===== config.mk =====
export PLATFORM = sky130hd
export DESIGN_NAME = matrix4x4_vector_transform_flat
export DESIGN_NICKNAME = d
export VERILOG_FILES = /design/src/design/mvt_pkg.sv /design/src/design/mvt_ifs.sv /design/src/design/matrix4x4_vector_transform.sv /design/src/flat_wrapper.sv
export SDC_FILE = /design/constraint.sdc
export NUM_CORES = 1
export LEC_CHECK = 0
export CAP_MARGIN = 20
export CORE_AREA = 2 2 129 131
export DETAILED_ROUTE_END_ITERATION = 7
export DIE_AREA = 0 0 131 133
export DONT_BUFFER_PORTS = 1
export GPL_TIMING_DRIVEN = 0
export PLACE_DENSITY_LB_ADDON = 0.2
export SYNTH_ARGS = -nofsm -noshare
export SYNTH_HDL_FRONTEND = slang
export SYNTH_SLANG_ARGS = --single-unit

===== constraint.sdc =====
create_clock -name clk -period 1.4 [get_ports clk]
set_input_delay 0.21 -clock clk [delete_from_list [all_inputs] [get_ports clk]]
set_output_delay 0.21 -clock clk [all_outputs]
set_load 0.01 [all_outputs]

===== src/design/mvt_pkg.sv =====
`timescale 1ns / 1ps

package mvt_pkg;

  // field widths
  localparam int unsigned COMP_W    = 32;
  localparam int unsigned PROD_W    = 2 * COMP_W;
  localparam int unsigned PAIR_W    = PROD_W + 1;
  localparam int unsigned SUM_W     = PROD_W + 2;
  localparam int unsigned FRAC_W    = 16;
  localparam int unsigned SHIFT_W   = SUM_W - FRAC_W;
  localparam int unsigned CFG_IDX_W = 4;
  localparam int unsigned CFG_W     = 64;
  localparam int unsigned N_CFG     = 8;
  localparam int unsigned DIM       = 4;

  // register indexes
  localparam logic [CFG_IDX_W-1:0] REG_COL0_ROWS01 = 4'd0;
  localparam logic [CFG_IDX_W-1:0] REG_COL3_ROWS23 = 4'd7;

  // identity matrix after reset
  localparam logic [CFG_W-1:0] CFG_RESET [N_CFG] = '{
    64'h0000_0000_0001_0000,
    64'h0000_0000_0000_0000,
    64'h0001_0000_0000_0000,
    64'h0000_0000_0000_0000,
    64'h0000_0000_0000_0000,
    64'h0000_0000_0001_0000,
    64'h0000_0000_0000_0000,
    64'h0001_0000_0000_0000
  };

  localparam logic signed [COMP_W-1:0] SAT_MAX = 32'sh7FFF_FFFF;
  localparam logic signed [COMP_W-1:0] SAT_MIN = 32'sh8000_0000;

  typedef struct packed {
    logic signed [COMP_W-1:0] vec_x;
    logic signed [COMP_W-1:0] vec_y;
    logic signed [COMP_W-1:0] vec_z;
    logic signed [COMP_W-1:0] vec_w;
  } vec_t;

  typedef struct packed {
    logic signed [COMP_W-1:0] out_x;
    logic signed [COMP_W-1:0] out_y;
    logic signed [COMP_W-1:0] out_z;
    logic signed [COMP_W-1:0] out_w;
    logic                     saturated;
  } res_t;

endpackage


===== src/design/mvt_ifs.sv =====
`timescale 1ns / 1ps

interface mvt_in_if import mvt_pkg::*; ();
  logic valid;
  logic ready;
  vec_t data;

  modport source (output valid, output data, input ready);
  modport sink (input valid, input data, output ready);
endinterface

interface mvt_out_if import mvt_pkg::*; ();
  logic valid;
  logic ready;
  res_t data;

  modport source (output valid, output data, input ready);
  modport sink (input valid, input data, output ready);
endinterface

interface mvt_cfg_if import mvt_pkg::*; ();
  logic                 valid;
  logic                 ready;
  logic [CFG_IDX_W-1:0] idx;
  logic [CFG_W-1:0]     data;

  modport source (output valid, output idx, output data, input ready);
  modport sink (input valid, input idx, input data, output ready);
endinterface


===== src/design/matrix4x4_vector_transform.sv =====
`timescale 1ns / 1ps
// result path: input beat to result beat through four registered stages (multiply, pair add, row add, saturate)
// throughput: one vector per cycle while out_bus.ready holds; each of the four stages holds one beat
// a stage stalls only when it and every stage after it are full
// reset (synchronous, rst_n low): pipeline empties, matrix returns to identity
// configuration writes are taken every cycle and are meant only while the pipeline is empty

module matrix4x4_vector_transform import mvt_pkg::*; (
  input  logic       clk,
  input  logic       rst_n,
  mvt_in_if.sink     in_bus,
  mvt_out_if.source  out_bus,
  mvt_cfg_if.sink    cfg_bus
);

  logic [CFG_W-1:0] cfg_r [N_CFG];

  logic v1_r, v2_r, v3_r, v4_r;
  logic rdy1, rdy2, rdy3, rdy4;

  logic signed [PROD_W-1:0]  prod_r [DIM][DIM];
  logic signed [PROD_W-1:0]  prod_nxt [DIM][DIM];
  logic signed [PAIR_W-1:0]  pair_r [DIM][2];
  logic signed [PAIR_W-1:0]  pair_nxt [DIM][2];
  logic signed [SUM_W-1:0]   sum_r [DIM];
  logic signed [SUM_W-1:0]   sum_nxt [DIM];
  logic signed [COMP_W-1:0]  comp_nxt [DIM];
  logic [DIM-1:0]            clip_nxt;
  res_t                      res_r;

  // configuration registers, out-of-range indexes dropped
  assign cfg_bus.ready = 1'b1;

  always_ff @(posedge clk) begin
    if (!rst_n) begin
      cfg_r <= CFG_RESET;
    end else if (cfg_bus.valid && cfg_bus.idx <= REG_COL3_ROWS23) begin
      cfg_r[cfg_bus.idx[2:0]] <= cfg_bus.data;
    end
  end

  // stage ready chain: a stage loads when empty or when the next one moves
  assign rdy4 = !v4_r || out_bus.ready;
  assign rdy3 = !v3_r || rdy4;
  assign rdy2 = !v2_r || rdy3;
  assign rdy1 = !v1_r || rdy2;
  assign in_bus.ready = rdy1;

  always_ff @(posedge clk) begin
    if (!rst_n) begin
      v1_r <= 1'b0;
      v2_r <= 1'b0;
      v3_r <= 1'b0;
      v4_r <= 1'b0;
    end else begin
      if (rdy1) v1_r <= in_bus.valid;
      if (rdy2) v2_r <= v1_r;
      if (rdy3) v3_r <= v2_r;
      if (rdy4) v4_r <= v3_r;
    end
  end

  // stage 1: sixteen 32x32 signed products
  always_comb begin
    logic [CFG_W-1:0]         cfg_w;
    logic signed [COMP_W-1:0] ent;
    logic signed [COMP_W-1:0] vin [DIM];
    vin[0] = in_bus.data.vec_x;
    vin[1] = in_bus.data.vec_y;
    vin[2] = in_bus.data.vec_z;
    vin[3] = in_bus.data.vec_w;
    for (int r = 0; r < DIM; r++) begin
      for (int c = 0; c < DIM; c++) begin
        cfg_w = cfg_r[3'(2 * c + (r >> 1))];
        ent = r[0] ? cfg_w[63:32] : cfg_w[31:0];
        prod_nxt[r][c] = PROD_W'(ent) * PROD_W'(vin[c]);
      end
    end
  end

  // stage 2: pairwise sums per row
  always_comb begin
    for (int r = 0; r < DIM; r++) begin
      pair_nxt[r][0] = PAIR_W'(prod_r[r][0]) + PAIR_W'(prod_r[r][1]);
      pair_nxt[r][1] = PAIR_W'(prod_r[r][2]) + PAIR_W'(prod_r[r][3]);
    end
  end

  // stage 3: row sums, exact
  always_comb begin
    for (int r = 0; r < DIM; r++) begin
      sum_nxt[r] = SUM_W'(pair_r[r][0]) + SUM_W'(pair_r[r][1]);
    end
  end

  // stage 4: floor shift by 16 and clip to 32 bits
  always_comb begin
    logic [SHIFT_W-1:0] sh;
    for (int r = 0; r < DIM; r++) begin
      sh = sum_r[r][SUM_W-1:FRAC_W];
      clip_nxt[r] = (sh[SHIFT_W-1:COMP_W-1] != '0) && (sh[SHIFT_W-1:COMP_W-1] != '1);
      if (!clip_nxt[r]) begin
        comp_nxt[r] = sh[COMP_W-1:0];
      end else if (sh[SHIFT_W-1]) begin
        comp_nxt[r] = SAT_MIN;
      end else begin
        comp_nxt[r] = SAT_MAX;
      end
    end
  end

  // payload registers
  always_ff @(posedge clk) begin
    if (rdy1) prod_r <= prod_nxt;
    if (rdy2) pair_r <= pair_nxt;
    if (rdy3) sum_r <= sum_nxt;
    if (rdy4) begin
      res_r.out_x     <= comp_nxt[0];
      res_r.out_y     <= comp_nxt[1];
      res_r.out_z     <= comp_nxt[2];
      res_r.out_w     <= comp_nxt[3];
      res_r.saturated <= |clip_nxt;
    end
  end

  assign out_bus.valid = v4_r;
  assign out_bus.data  = res_r;

`ifndef SYNTHESIS
  // a held stage keeps its products while the pair stage is blocked
  a_stall_hold: assert property (@(posedge clk) disable iff (!rst_n)
    (v1_r && !rdy2) |=> (v1_r && $stable(prod_r[0][0]) && $stable(prod_r[3][3])))
    else $error("stage 1 lost or changed a stalled beat");

  // a new result beat comes only from a full row-sum stage
  a_out_source: assert property (@(posedge clk) disable iff (!rst_n)
    $rose(v4_r) |-> $past(v3_r))
    else $error("result valid without a row-sum beat");

  // pipeline is empty after reset
  a_reset_empty: assert property (@(posedge clk)
    !rst_n |=> (!v1_r && !v2_r && !v3_r && !v4_r))
    else $error("pipeline not empty after reset");
`endif

endmodule


===== src/flat_wrapper.sv =====
// flat-port wrapper written by rule: the top's interface ports become plain ports
module matrix4x4_vector_transform_flat import mvt_pkg::*;
  (clk, rst_n, in_bus_valid, in_bus_data, in_bus_ready, out_bus_valid, out_bus_data, out_bus_ready, cfg_bus_valid, cfg_bus_idx, cfg_bus_data, cfg_bus_ready);
  mvt_in_if in_bus_i ();
  mvt_out_if out_bus_i ();
  mvt_cfg_if cfg_bus_i ();
  input  logic clk;
  input  logic rst_n;
  input wire logic [$bits(in_bus_i.valid)-1:0] in_bus_valid;
  input wire logic [$bits(in_bus_i.data)-1:0] in_bus_data;
  output wire logic [$bits(in_bus_i.ready)-1:0] in_bus_ready;
  output wire logic [$bits(out_bus_i.valid)-1:0] out_bus_valid;
  output wire logic [$bits(out_bus_i.data)-1:0] out_bus_data;
  input wire logic [$bits(out_bus_i.ready)-1:0] out_bus_ready;
  input wire logic [$bits(cfg_bus_i.valid)-1:0] cfg_bus_valid;
  input wire logic [$bits(cfg_bus_i.idx)-1:0] cfg_bus_idx;
  input wire logic [$bits(cfg_bus_i.data)-1:0] cfg_bus_data;
  output wire logic [$bits(cfg_bus_i.ready)-1:0] cfg_bus_ready;
  assign in_bus_i.valid = in_bus_valid;
  assign in_bus_i.data = in_bus_data;
  assign in_bus_ready = in_bus_i.ready;
  assign out_bus_valid = out_bus_i.valid;
  assign out_bus_data = out_bus_i.data;
  assign out_bus_i.ready = out_bus_ready;
  assign cfg_bus_i.valid = cfg_bus_valid;
  assign cfg_bus_i.idx = cfg_bus_idx;
  assign cfg_bus_i.data = cfg_bus_data;
  assign cfg_bus_ready = cfg_bus_i.ready;
  matrix4x4_vector_transform u_core (.clk(clk), .rst_n(rst_n), .in_bus(in_bus_i), .out_bus(out_bus_i), .cfg_bus(cfg_bus_i));
endmodule

==> results of run 1 <==
==> worst paths after layout <==
kind,startpoint,endpoint,slack [ps]
hold reg to reg,u_core.v2_r,u_core.v3_r,460
setup / recovery,u_core.out_bus.valid,in_bus_ready,140
setup reg to reg,u_core.out_bus.valid,u_core.v1_r,520
hold / removal,rst_n,u_core.v3_r,100
==> registers in the layout, summed over array words and instances, names as in the netlist <==
name	flops
u_core.out_bus.valid	1
u_core.v2_r	1
u_core.v1_r	1
u_core.v3_r	1
==> logic make-up (layout without fill, tap and decap cells) <==
family / count (synthesis) / in the layout / synth area share [%]
compound gates: 4 / 4 / 2.76
buf+inv: 130 / 133 / 86.1
other cells: 2 / 130 / 0.662
flops: 4 / 4 / 7.06
simple gates: 5 / 5 / 3.42
==> synthesized netlist by cell type <==
library cell and count:
buf_4 130, dfxtp_1 4, o21a_1 3, conb_1 2, a22o_1 1, and2_1 1
and2b_2 1, and3b_2 1, and4b_1 1, nand2_1 1
==> area by class of cell <==
class	instances	area, sq um
flip-flops and latches	4	80.1
fillers	1895	14200
well taps	220	275
clock buffers	3	75.1
plain buffers	130	976
multi-input cells	139	558
==> power by group through the flow <==
stage / Sequential [mW] / Combinational [mW] / Clock (mW)
6_report: 0.122 / 0.450 / 0.443
2_1_floorplan: 0.123 / 0.426 / 0
3_5_place_dp: 0.124 / 0.426 / 0
3_3_place_gp: 0.124 / 0.426 / 0
5_1_grt: 0.123 / 0.493 / 0.457
4_1_cts: 0.122 / 0.426 / 0.450
==> routing by layer <==
layer	track usage, %	wire (um)	vias up
met5	0	0	-
met4	0.532	10	0
met3	1.01	516	2
met2	2.76	763	101
met1	1.44	527	266
li1	-	-	446
==> stage by stage <==
step,power (mW),std cells,hold slack [ps],setup WS (ps)
floorplan,0.549,273,327,487
CTS,0.999,496,102,101
global placement,0.550,493,332,315
global route,1.07,496,106,68.1
detailed placement,0.550,493,332,337
finish,1.02,496,103,141
==> out/metrics.cfg, run 1 <==
[finish]
area_delta_synth_final_pct=73.3
final_cell_mix=buf_4 (130), conb_1 (130), dfxtp_1 (4), o21a_1 (3), clkbuf_16 (3)
utilization_pct=12.1
stdcell_area_sq_um=1960
antenna_cells=0
fin_nets=479
drive_gt1_share_pct=48.9

[yosys]
synth_warnings=0
synthCells=145
ys_types=10
synth_area_per_cell_sq_um=7.82
ys_ff_latch=4
synth_area_sq_um=1130
yosysTopAreaCellShare_pct=86.1
ys_seq_area_share_pct=7.06
synth_top_area_cell=buf_4
synth_area_leaders=buf_4 (86%), dfxtp_1 (7.1%), o21a_1 (2.0%)

[power]
peakVddDrop_uv=911
internal_power_mw=0.722
switching_share_pct=28.9
power.share.combinational_pct=44.3
p_per_area_nw_per_um2=517
p_sw_mw=0.293
p_seq_share_pct=12.0
p_leak_nw=1.23
p_clk_share_pct=43.6

[timing]
rsz0062_at_grt=no
hold_viol=0
timing.final.crit_share_pct=89.9
fmax_ghz=0.794
report.final.slew_viol_count=0
setup_violations=0
fin_skew_ps=3.63
min_period_ps=1260
fin_setup_tns_ps=0

[hold_path]
hold_depth=1
hp-class=primary input to register

[critical_path]
crit_family=flip-flops
startpoint_type=register
worstPathRequired_ps=1190
cp_num_buf_inv=0
crit_cells=2
worstRegToRegCells=2
slowest_delay_ps=420
path_cells=and4b_1 -> nand2_1
cp_max_fo=4
crit_arrival_ps=1050
crit_slowest_cell=dfxtp_1
crit_type=register to output pin
end_kind=output pin

[floorplan]
die_w_um=131
die_area_sq_um=17400
row_count=47
ioPinCount=333
fp.dieH_um=133
core-area_sq_um=16200
start_util_pct=7.01

[outcome]
status=completed

[clocking]
path_clk_slew_ps=30
clk_path_buf_depth=2
postCtsSetupBuffers=0
cts_resized=0
postCtsHoldBufs=0
cts_root_buf=clkbuf_16
numCtsBuffers=3
htreeDepth=1
clk_latency_ps=220
tritoncts=built
cts_sinks=4

[global_routing]
grt_pass1_vias=554
grt_max_degree=6
grt_pass1_wl_um=2260
overflow=0
antenna_found_initial=0
grtUsageTotal_pct=1.57

[route]
drt_iter0_markers=1
drtAntennaViolNets=0
wire_per_inst_um=3.66
wirelength_um=1820
viasPerCell=1.64
vias=815
firstDrtPassIters=2
drc=0

[placement]
port_buffers=0
routabilityCongestion=0.582
dp_hpwl_um=1790
placed_area_sq_um=1890

[run]
drv_cap=0

No activity file was read; power rests on OpenSTA's default activity.
==> inputs of run 2 (changes only) <==
- CORE_AREA: 2 2 129 131 -> 2 2 131 133
- DIE_AREA: 0 0 131 133 -> 0 0 133 135
==> out/metrics.cfg, run 2 (synthesis results as in run 1) <==
[outcome]
status=completed

[critical_path]
end_kind=output pin
startpoint_type=register
worstRegToRegCells=2  ; unchanged
worstPathRequired_ps=1190  ; about the same
crit_type=register to output pin
r2r_slack_ps=480  ; -40 ps
cp_max_fo=4  ; unchanged
r2r_start=u_core.out_bus.valid
crit_arrival_ps=1080  ; +30 ps
r2r-end=u_core.v1_r

[clocking]
tritoncts=built
numCtsBuffers=3  ; unchanged
path_clk_slew_ps=30  ; about the same
htreeDepth=1  ; unchanged
cts_root_buf=clkbuf_16
cts_resized=0  ; unchanged
postCtsSetupBuffers=0  ; unchanged
clk_path_buf_depth=2  ; unchanged
postCtsHoldBufs=0  ; unchanged
clk_latency_ps=220  ; about the same
cts_sinks=4  ; unchanged

[power]
p_per_area_nw_per_um2=516  ; -0.17%
peakVddDrop_uv=224  ; -75%
power.total_mw=1.01  ; -0.17%
p_leak_nw=1.23  ; unchanged

[timing]
rsz0062_at_grt=no
fin_setup_tns_ps=0  ; unchanged
min_period_ps=1290  ; +31.7 ps
hold_viol=0  ; unchanged
report.final.slew_viol_count=0  ; unchanged
fin_skew_ps=0.340  ; -3.29 ps
timing.final.crit_share_pct=92.2  ; +2.3 points
holdWs_ps=105  ; +1.98 ps
fmax_ghz=0.775  ; -2.5%
setup_violations=0  ; unchanged

[global_routing]
antenna_found_initial=0  ; unchanged
grt_max_degree=6  ; unchanged
overflow=0  ; unchanged
grt_pass1_wl_um=2480  ; +10%
grt_pass1_vias=596  ; +7.6%
grtUsageTotal_pct=1.75  ; +0.18 points

[finish]
final.fill_count=1897  ; +0.11%
finalNonFillerCells=496  ; unchanged
final_cell_mix=buf_4 (130), conb_1 (130), dfxtp_1 (4), o21a_1 (3), clkbuf_16 (3)
regArea_sq_um=80.1  ; unchanged
multi_input_area_sq_um=558  ; unchanged
stdcell_area_sq_um=1960  ; unchanged
area_delta_synth_final_pct=73.3  ; unchanged
antenna_cells=0  ; unchanged
drive_gt1_share_pct=48.9  ; unchanged
fin_nets=479  ; unchanged

[floorplan]
die_w_um=133  ; +1.5%
row_count=47  ; unchanged
ioPinCount=333  ; unchanged
core-area_sq_um=16400  ; +1.5%
die_area_sq_um=18000  ; +3.1%
start_util_pct=6.91  ; -0.10 points
fp.dieH_um=135  ; +1.5%

[hold_path]
min_from=rst_n
hp-class=primary input to register
hold_depth=1  ; unchanged
hold_end=u_core.v3_r

[run]
drv_cap=0  ; unchanged

[route]
wirelength_um=1920  ; +5.7%
vias=815  ; unchanged
drc=0  ; unchanged
drtAntennaViolNets=0  ; unchanged
wire_per_inst_um=3.87  ; +5.7%
viasPerCell=1.64  ; unchanged
firstDrtPassIters=1  ; -1
drt_iter0_markers=0  ; -1

[placement]
routabilityCongestion=0.641  ; +10%
placed_area_sq_um=1890  ; unchanged
place_inst=493  ; unchanged
port_buffers=0  ; unchanged

-- run 2: cell counts in the layout (fill, tap and decap cells not counted) --
No cell type changed its count.
-- run 2: area by class of cell --
| type | instances | share of cell area (%) |
|---|---|---|
| sequential | 4 | 4.08 |
| tap | 220 | 14.0 |
| multi-input combinational | 139 | 28.4 |
| clock buffer | 3 | 3.82 |
| buffer | 130 | 49.7 |
-- run 2: worst max-delay path: stages, from the launching register on --
cell and delay, ps:
dfxtp_1 430, and4b_1 280, nand2_1 140
-- run 2: worst max-delay path by stage --
stage	slack, ps	depth (start not counted)	endpoint	from
global placement	330	2	in_bus_ready	u_core.out_bus.valid
finish	110	2	in_bus_ready	u_core.out_bus.valid
floorplan	490	2	in_bus_ready	u_core.out_bus.valid
detailed placement	340	2	in_bus_ready	u_core.out_bus.valid
CTS	90	2	in_bus_ready	u_core.out_bus.valid
global route	60	2	in_bus_ready	u_core.out_bus.valid
-- run 2: metrics by stage --
step	util [%]	setup slack [ps]
6_report	12.0	109
4_1_cts	12.0	90.4
3_5_place_dp	11.5	337
2_1_floorplan	-	487
5_1_grt	12.0	55.8
3_3_place_gp	11.5	333
-- run 2: report_power, final --
part | total [mW] | internal [mW] | switching, mW
Combinational | 0.450 | 0.239 | 0.212
Sequential | 0.123 | 0.119 | 0.00348
Clock | 0.441 | 0.364 | 0.0762
-- run 2: routing by layer --
metal | track usage, % | routed length (um) | vias to the layer above
met4 | 1.25 | 15 | 0
met5 | 0 | 0 | -
met3 | 1.46 | 572 | 2
li1 | - | - | 443
met2 | 3.11 | 886 | 100
met1 | 1.17 | 447 | 270
